`config.mk`:
```
export PLATFORM = sky130hd
export DESIGN_NAME = key_matrix_lockout_debounce
export DESIGN_NICKNAME = d
export VERILOG_FILES = /design/src/rtl/kmld_pkg.sv /design/src/rtl/kmld_row_ram.sv /design/src/rtl/kmld_row_update.sv /design/src/rtl/key_matrix_lockout_debounce.sv
export SDC_FILE = /design/constraint.sdc
export NUM_CORES = 1
export LEC_CHECK = 0
export BUFFER_PORTS_ARGS = -buffer_cell sky130_fd_sc_hd__buf_2
export CORE_MARGIN = 2
export CORE_UTILIZATION = 40
export DETAILED_ROUTE_END_ITERATION = 12
export SYNTH_ARGS = -nofsm -noshare
export SYNTH_HDL_FRONTEND = slang
export SYNTH_SLANG_ARGS = --single-unit
export TNS_END_PERCENT = 10
```
`constraint.sdc`:
```
create_clock -name i_clk -period 33 [get_ports i_clk]
set_clock_uncertainty 0.2 [all_clocks]
set_input_delay 1.65 -clock i_clk [delete_from_list [all_inputs] [get_ports i_clk]]
set_output_delay 1.65 -clock i_clk [all_outputs]
set_load 0.05 [all_outputs]
```
`src/rtl/kmld_pkg.sv`:
```
// ----------------------------------------------------------------------------
// kmld_pkg
// Shared types and constants for the key matrix lockout debounce block.
// ----------------------------------------------------------------------------
package kmld_pkg;

    localparam int ROWS = 8;
    localparam int COLS = 16;

    localparam int ROW_W    = 3;
    localparam int SAMPLE_W = 16;
    localparam int COUNT_W  = 8;

    localparam logic [COUNT_W-1:0] DEBOUNCE_RESET = 8'd5;

    // Columns that really exist: below both COLS and the field width.
    localparam int LIVE_COLS = (COLS < SAMPLE_W) ? COLS : SAMPLE_W;

    typedef struct packed {
        logic [COUNT_W-1:0] count;
        logic               pressed;
    } t_key_state;

    typedef t_key_state [COLS-1:0] t_row_state;

    localparam int ROW_STATE_W = $bits(t_row_state);

endpackage

```
`src/rtl/kmld_row_ram.sv`:
```
// ----------------------------------------------------------------------------
// kmld_row_ram
// Single-port-write, single-port-read synchronous RAM with registered read
// data. The read register updates only when a read is requested.
// ----------------------------------------------------------------------------
module kmld_row_ram #(
    parameter int WIDTH = 8,
    parameter int DEPTH = 8
) (
    input  logic                     i_clk,
    input  logic                     i_rd_en,
    input  logic [$clog2(DEPTH)-1:0] i_rd_addr,
    output logic [WIDTH-1:0]         o_rd_data,
    input  logic                     i_wr_en,
    input  logic [$clog2(DEPTH)-1:0] i_wr_addr,
    input  logic [WIDTH-1:0]         i_wr_data
);

    logic [WIDTH-1:0] r_mem [DEPTH];
    logic [WIDTH-1:0] r_rd_data;

    always_ff @(posedge i_clk) begin
        if (i_wr_en) begin
            r_mem[i_wr_addr] <= i_wr_data;
        end
    end

    always_ff @(posedge i_clk) begin
        if (i_rd_en) begin
            r_rd_data <= r_mem[i_rd_addr];
        end
    end

    assign o_rd_data = r_rd_data;

endmodule

```
`src/rtl/kmld_row_update.sv`:
```
// ----------------------------------------------------------------------------
// kmld_row_update
// Per-key debounce update for one row: every column is handled in parallel.
// ----------------------------------------------------------------------------
module kmld_row_update import kmld_pkg::*; (
    input  t_row_state          i_state,
    input  logic [SAMPLE_W-1:0] i_sample,
    input  logic [COUNT_W-1:0]  i_debounce_time,
    output t_row_state          o_state,
    output logic [SAMPLE_W-1:0] o_pressed_bits,
    output logic [SAMPLE_W-1:0] o_changed_bits
);

    always_comb begin
        o_state        = i_state;
        o_pressed_bits = '0;
        o_changed_bits = '0;
        for (int c = 0; c < LIVE_COLS; c++) begin
            if (i_state[c].count == '0) begin
                if (i_sample[c] != i_state[c].pressed) begin
                    o_state[c].count  = i_debounce_time;
                    o_changed_bits[c] = 1'b1;
                end
                o_state[c].pressed = i_sample[c];
            end else begin
                o_state[c].count = i_state[c].count - 1'b1;
            end
            o_pressed_bits[c] = o_state[c].pressed;
        end
    end

endmodule

```
`src/rtl/key_matrix_lockout_debounce.sv`:
```
// ----------------------------------------------------------------------------
// key_matrix_lockout_debounce
// Key matrix scanner with eager (lockout) debouncing over a row-indexed RAM.
// ----------------------------------------------------------------------------
// The block accepts one row sample every clock cycle while the output is not
// stalled and returns one result per sample. Each sample passes through the
// RAM stage register and then the output register, which holds the result
// until it is taken. Per-key state (pressed bit and lockout counter) lives in
// a row-wide RAM, read in the acceptance cycle and written back when the
// transaction leaves the RAM stage. The single read port sets the rate of one
// row per cycle. When the output is stalled, the RAM stage and the output
// register hold two transactions and the input waits until the output
// register is taken. Back-to-back samples of the same row are served by
// forwarding the written row. Rows never written since reset read as all keys
// released and unlocked, so no clearing pass is needed. The debounce time
// register resets to 5 and should be written only while the block is idle.
module key_matrix_lockout_debounce import kmld_pkg::*; (
    input  logic                i_clk,
    input  logic                i_rst_n,
    input  logic                i_cfg_valid,
    output logic                o_cfg_ready,
    input  logic [COUNT_W-1:0]  i_cfg_data,
    input  logic                i_in_valid,
    output logic                o_in_ready,
    input  logic [ROW_W-1:0]    i_row_index,
    input  logic [SAMPLE_W-1:0] i_column_sample,
    output logic                o_out_valid,
    input  logic                i_out_ready,
    output logic [SAMPLE_W-1:0] o_pressed_bits,
    output logic [SAMPLE_W-1:0] o_changed_bits
);

    localparam int ADDR_W = $clog2(ROWS);

    logic [COUNT_W-1:0]  r_debounce_time;

    logic                r_s1_valid;
    logic [ADDR_W-1:0]   r_s1_row;
    logic [SAMPLE_W-1:0] r_s1_sample;
    logic                r_s1_row_valid;
    logic                r_fwd;
    t_row_state          r_fwd_state;
    logic [ROWS-1:0]     r_row_valid;

    logic                r_out_valid;
    logic [SAMPLE_W-1:0] r_pressed_bits;
    logic [SAMPLE_W-1:0] r_changed_bits;

    logic                in_fire;
    logic                s1_fire;
    logic [ADDR_W-1:0]   in_row;
    logic [ROW_STATE_W-1:0] ram_q;
    t_row_state          s1_state;
    t_row_state          new_state;
    logic [SAMPLE_W-1:0] new_pressed;
    logic [SAMPLE_W-1:0] new_changed;

    assign in_row      = i_row_index[ADDR_W-1:0];
    assign s1_fire     = r_s1_valid && (!r_out_valid || i_out_ready);
    assign o_in_ready  = !r_s1_valid || s1_fire;
    assign in_fire     = i_in_valid && o_in_ready;
    assign o_cfg_ready = 1'b1;

    kmld_row_ram #(
        .WIDTH (ROW_STATE_W),
        .DEPTH (ROWS)
    ) u_row_ram (
        .i_clk     (i_clk),
        .i_rd_en   (in_fire),
        .i_rd_addr (in_row),
        .o_rd_data (ram_q),
        .i_wr_en   (s1_fire),
        .i_wr_addr (r_s1_row),
        .i_wr_data (new_state)
    );

    // The forwarded row wins over the RAM, which may still hold stale data.
    always_comb begin
        if (r_fwd) begin
            s1_state = r_fwd_state;
        end else if (r_s1_row_valid) begin
            s1_state = t_row_state'(ram_q);
        end else begin
            s1_state = '0;
        end
    end

    kmld_row_update u_row_update (
        .i_state         (s1_state),
        .i_sample        (r_s1_sample),
        .i_debounce_time (r_debounce_time),
        .o_state         (new_state),
        .o_pressed_bits  (new_pressed),
        .o_changed_bits  (new_changed)
    );

    always_ff @(posedge i_clk) begin
        if (!i_rst_n) begin
            r_debounce_time <= DEBOUNCE_RESET;
        end else if (i_cfg_valid) begin
            r_debounce_time <= i_cfg_data;
        end
    end

    always_ff @(posedge i_clk) begin
        if (!i_rst_n) begin
            r_s1_valid  <= 1'b0;
            r_fwd       <= 1'b0;
            r_row_valid <= '0;
            r_out_valid <= 1'b0;
        end else begin
            if (in_fire) begin
                r_s1_valid <= 1'b1;
                r_fwd      <= s1_fire && (in_row == r_s1_row);
            end else if (s1_fire) begin
                r_s1_valid <= 1'b0;
                r_fwd      <= 1'b0;
            end
            if (s1_fire) begin
                r_row_valid[r_s1_row] <= 1'b1;
                r_out_valid           <= 1'b1;
            end else if (i_out_ready) begin
                r_out_valid <= 1'b0;
            end
        end
    end

    always_ff @(posedge i_clk) begin
        if (in_fire) begin
            r_s1_row       <= in_row;
            r_s1_sample    <= i_column_sample;
            r_s1_row_valid <= r_row_valid[in_row];
            r_fwd_state    <= new_state;
        end
        if (s1_fire) begin
            r_pressed_bits <= new_pressed;
            r_changed_bits <= new_changed;
        end
    end

    assign o_out_valid    = r_out_valid;
    assign o_pressed_bits = r_pressed_bits;
    assign o_changed_bits = r_changed_bits;

    // Forwarding is only meaningful for a transaction held in the RAM stage.
    a_fwd_needs_item: assert property (@(posedge i_clk) disable iff (!i_rst_n)
        r_fwd |-> r_s1_valid)
        else $error("forward flag set without an item in the RAM stage");

    // A transaction leaving the RAM stage always lands in the output register.
    a_s1_to_out: assert property (@(posedge i_clk) disable iff (!i_rst_n)
        s1_fire |=> r_out_valid)
        else $error("result lost between RAM stage and output register");

    // An empty RAM stage never blocks the input channel.
    a_ready_when_empty: assert property (@(posedge i_clk) disable iff (!i_rst_n)
        !r_s1_valid |-> o_in_ready)
        else $error("input stalled while the RAM stage is empty");

    // A key reported as changed was written back into its row.
    a_change_written: assert property (@(posedge i_clk) disable iff (!i_rst_n)
        (s1_fire && (new_changed != '0)) |=> r_row_valid[$past(r_s1_row)])
        else $error("changed row not marked valid");

endmodule

```
# After elaboration in Yosys (flattened, before gate mapping)
# Memory sizes are Yosys's and may differ from the RTL's. A register that Yosys moved wholly into a read port is not among the register bits.
# Cells that the tools add are included.
# word_totals
reg_bits	215
ramBits	1152
output_inout_bits	35
wordCells	198
memories	1
# mem_list
name	depth	word_bits	rd	rd_clocked_by_memory_dff	write_ports	line_no	rtl
u_row_ram.r_mem	8	144	1	1	1	kmld_row_ram.sv:19	logic [WIDTH-1:0] r_mem [DEPTH];
# classes
add_sub_neg	16
magnitude_cmp	3
eq_ne	17
mux	77
n_bitwise	1
n_reduce_logical	26
# op_table
cell	count
$mux W144	2
$mux W8	32
$logic_not A8 Y1	16
$sub A8 B1 Y8 const B	16
$mux W1	41
$ne A1 B1 Y1	16
$lt A3 B4 Y1 const B	2
$or A8 B8 Y8	1
$logic_and A1 B1 Y1	4
$reduce_bool A2 Y1	2
$bmux W1 S3	1
$demux W1 S3	1
$eq A3 B3 Y1	1
$ge A3 B1 Y1 const B	1
$logic_not A1 Y1	2
$logic_or A1 B1 Y1	2

# Depth between registers and ports, before layout
# logic_depth
depth_word	6
depth_mapped	16

# Cells and area by module
# Synthesis repeated with hierarchy kept, for this count alone.
# hier_totals
hier_cells	3049
hier_area_um2	60593.1
# modules_own_cells
module	n_inst	cells_per_inst	area_each_um2
kmld_row_ram	1	1821	47608.2
key_matrix_lockout_debounce	1	455	8124.0
kmld_row_update	1	773	4860.9

# Least setup slack after synthesis
# OpenSTA, ideal clock, no wires.
# synth_timing
path_kind	input port to flip-flop
from	input i_out_ready
to	memory u_row_ram.r_mem[0][0] (netlist bit) (enable)
arrival_ns	15.558
slack_ns	16.238
path_stages	3
cell_sequence	nor2b_1 -> nand2b_1 -> nor4_1
# synth_between
elab_chain_cells	4
# synth_lines
item	line_no	rtl
from (decl)	key_matrix_lockout_debounce.sv:28	input logic i_out_ready,
$logic_or A1 B1 Y1	key_matrix_lockout_debounce.sv:59	assign s1_fire = r_s1_valid && (!r_out_valid || i_out_ready);
$logic_and A1 B1 Y1	key_matrix_lockout_debounce.sv:59	
$mux W1	kmld_row_ram.sv:23	if (i_wr_en) begin
$mux W1 (implied by the code)	kmld_row_ram.sv:24	r_mem[i_wr_addr] <= i_wr_data;
to (decl)	kmld_row_ram.sv:19	
# No other way between the ends.

==> flow_summary.yaml <==
outcome:
  status: "completed"
drt:
  first_pass_iters: 6
  drcViolationCount: 0
  vias_per_cell: 5.62
  drt_iter0_drc: 2835
  ant_nets: 0
  drt_wl_total_mm: 136
  via_count: 30700
  wl_per_cell_um: 24.8
clocking:
  clkTransAtPathRegs_ns: 0.06
  post_cts_resized: 0
  cts_max_level: 4
  cts_buffer_depth: 3
  cts_root_buf: "clkbuf_16"
  insertion_delay_ns: 0.77
  tritoncts: "yes"
  cts_buffers: 157
  cts_hold_buf: 0
  postCtsSetupBuffers: 0
  clock_sinks: 1511
logic_synthesis:
  synth-seq-cells: 1511
  synth_largest_area_cell: "edfxtp_1"
  seq_area_frac_synth_pct: 73.6
  async_flop_share_pct: 0
  synth_edf_count: 1492
  synth_top_area_share_pct: 72.9
  synth_ff_type: "edfxtp_1"
  syn_area_per_cell_um2: 19.1
  yosysUniqueCellTypes: 79
  syn-num-nets: 3259
  yosys_warnings: 0
  syn_area_mm2: 0.0614
  synth.area.top_cells: "edfxtp_1 (73%), mux4_2 (11%), mux2_2 (3.0%), o21ai_0 (1.3%), mux2i_1 (1.2%)"
  netlist_instances: 3211
pwr:
  p_seq_share_pct: 52.8
  pwr-share-comb_pct: 7.6
  powerDensity_mw_per_mm2: 62.4
  switching_share_pct: 22.3
  switchingPower_uw: 961
  peakVddDrop_v: 0.0000494
  p_clk_share_pct: 39.6
  power.leakage_uw: 0.0220
  p_int_uw: 3350
worst_setup_path:
  rr_worst_depth: 8
  r2r-start: "r_fwd$_SDFFE_PN0P_"
  end_kind: "flop"
  arrival_ns: 5.87
  crit_slowest_cell: "nor4b_4"
  rrSetupSlack_ns: 27.37
  cp.required_ns: 33.24
  critPathMaxStageDelay_ns: 0.82
  cp_cell_sequence: "buf_4 -> buf_4 -> nand2b_2 -> buf_4 -> o21ai_0 -> nor4b_4 -> nor2_1 -> nor3_1"
  crit_path_frequent_cell: "buf_4"
  cp-start-kind: "flop"
  path_class: "reg2reg"
  worstPathMaxFanout: 75
  r2r_end: "r_fwd_state[49]$_DFFE_PP_"
layout:
  fin_nets: 3363
  fin_util_pct: 45.3
  drive_above_1_share_pct: 24.8
  final_common_cell: "edfxtp_1"
  area_growth_pct: 12.4
  layoutNonFillerInstCount: 5470
  layout_common_cells: "edfxtp_1 (1,492), mux4_2 (290), mux2_2 (166)"
placement:
  gp_congestion: 0.787
  placedCellCount: 5186
  dpl.hpwl_mm: 67.3
  io_buffers: 65
flow_run:
  maxCapViolCount: 0
global_route:
  grt_pass1_vias: 31200
  grt_max_degree: 129
  met2_usage_pct: 27.2
  grtUsageTotal_pct: 17.2
  antenna_found_initial: 9
  top_usage_layer: "met2"
  use_met1_pct: 24.6
  grt_first_pass_wirelength_mm: 202
  gr-total-overflow: 0
  use_met3_pct: 2.84
timing:
  rsz0062_at_grt: "false"
  tightestPinTransition_ns: 1.27
  hold_violations: 0
  drv_slew: 0
  setup_tns_ns: 0
  slew_headroom_pct: 15.3
  holdWs_ns: 0.261
  finalCritPeriodShare_pct: 17.1
  finalSetupViolations: 0
  fin_crit_ns: 5.63
  clock.fmax_ghz: 0.178
worst_hold_path:
  hold_path.class: "reg2reg"
  holdPathEnd: "r_debounce_time[2]$_SDFFE_PN1P_"
  hold_depth: 2
  hold_path.startpoint: "r_debounce_time[2]$_SDFFE_PN1P_"
die:
  num_rows: 143
  die_y_um: 396
  initial_core_util_pct: 40.3
  die_w_um: 396
  fp.dieArea_mm2: 0.157
  core_area_mm2: 0.152
  io_pins: 67
==> routing by layer <==
| layer | vias to the layer above | routed length, um |
|---|---|---|
| met2 | 924 | 63800 |
| li1 | 13400 | - |
| met5 | - | 11 |
| met4 | 2 | 3060 |
| met1 | 16100 | 61300 |
| met3 | 208 | 7620 |
==> state kept, by name, indices dropped and copies added, names as in the netlist, 3 cells and up <==
register and count:
u_row_ram.r_mem 1152, r_fwd_state 144, u_row_ram.o_rd_data 144, o_changed_bits 16, o_pressed_bits 16, r_s1_sample 16, r_debounce_time 8, r_row_valid 8
r_s1_row 3
==> final cells by class <==
class	count	area [um^2]
Fill cell	12700	83200
Sequential cell	1511	45200
Multi-Input combinational cell	1480	15300
Clock buffer	208	4310
Tap cell	2030	2540
Timing Repair Buffer	120	867
Clock inverter	74	656
Inverter	45	170
Antenna cell	2	5.00
==> power groups by stage <==
| stage | registers [uW] | logic, uW | clock network [uW] |
|---|---|---|---|
| floorplan | 2320 | 224 | 0 |
| global placement | 2310 | 323 | 0 |
| detailed placement | 2310 | 330 | 0 |
| CTS | 2280 | 331 | 1750 |
| global route | 2280 | 358 | 1820 |
| finish | 2280 | 326 | 1710 |
==> Yosys cell counts (42+ instances only) <==
library cell	n
inv_1	44
mux2_2	166
a22o_1	45
nand2_1	77
mux2i_1	74
clkbuf_1	76
nand3_1	42
buf_2	68
a21oi_1	64
o21ai_0	157
nor2_1	84
a22oi_1	76
mux4_2	290
edfxtp_1	1492
==> kinds of logic (layout without fill, tap and decap cells) <==
kind of cell / Yosys count / count (layout) / synth area share (%)
DFF: 1511 / 1511 / 73.6
muxes: 530 / 530 / 14.9
AOI/OAI and AO/OA: 486 / 486 / 5.37
and+or+nand+nor: 400 / 400 / 3.47
buffers and inverters: 220 / 447 / 1.67
xor gates and xnor gates: 47 / 47 / 0.719
adders and majority gates: 16 / 16 / 0.326
other: 1 / 3 / 0.00610
==> worst max-delay path: cells and delay by family, from the launching register on <==
kind / cells / cell delay [ns]
buffers and inverters: 3 / 2.02
AND/OR/NAND/NOR: 4 / 1.93
flip-flops: 1 / 0.64
AO/OA/AOI/OAI: 1 / 0.38
==> worst max-delay path by stage <==
stage                                   from                                to  slack, ns  cells past startpoint
final                     r_fwd$_SDFFE_PN0P_         r_fwd_state[49]$_DFFE_PP_      27.37                      8
after global routing      r_fwd$_SDFFE_PN0P_  u_row_ram.r_mem[0][49]$_DFFE_PP_      27.07                      8
after CTS                 r_fwd$_SDFFE_PN0P_  u_row_ram.r_mem[6][49]$_DFFE_PP_      27.39                      8
after detailed placement         i_out_ready  u_row_ram.r_mem[3][76]$_DFFE_PP_      26.78                      9
after global placement           i_out_ready  u_row_ram.r_mem[3][78]$_DFFE_PP_      26.81                      9
after floorplan                  i_out_ready   u_row_ram.r_mem[0][0]$_DFFE_PP_      16.24                      3
==> per-stage QoR <==
stage / power, uW / area, um^2 / setup WS (ns)
final: 4310 / 69000 / 27.37
after global routing: 4460 / 69000 / 27.07
after detailed placement: 2640 / 64100 / 26.78
after global placement: 2640 / 64100 / 26.81
after CTS: 4360 / 69000 / 27.39
after floorplan: 2550 / 61400 / 16.24
(Power assumes the default switching activity.)
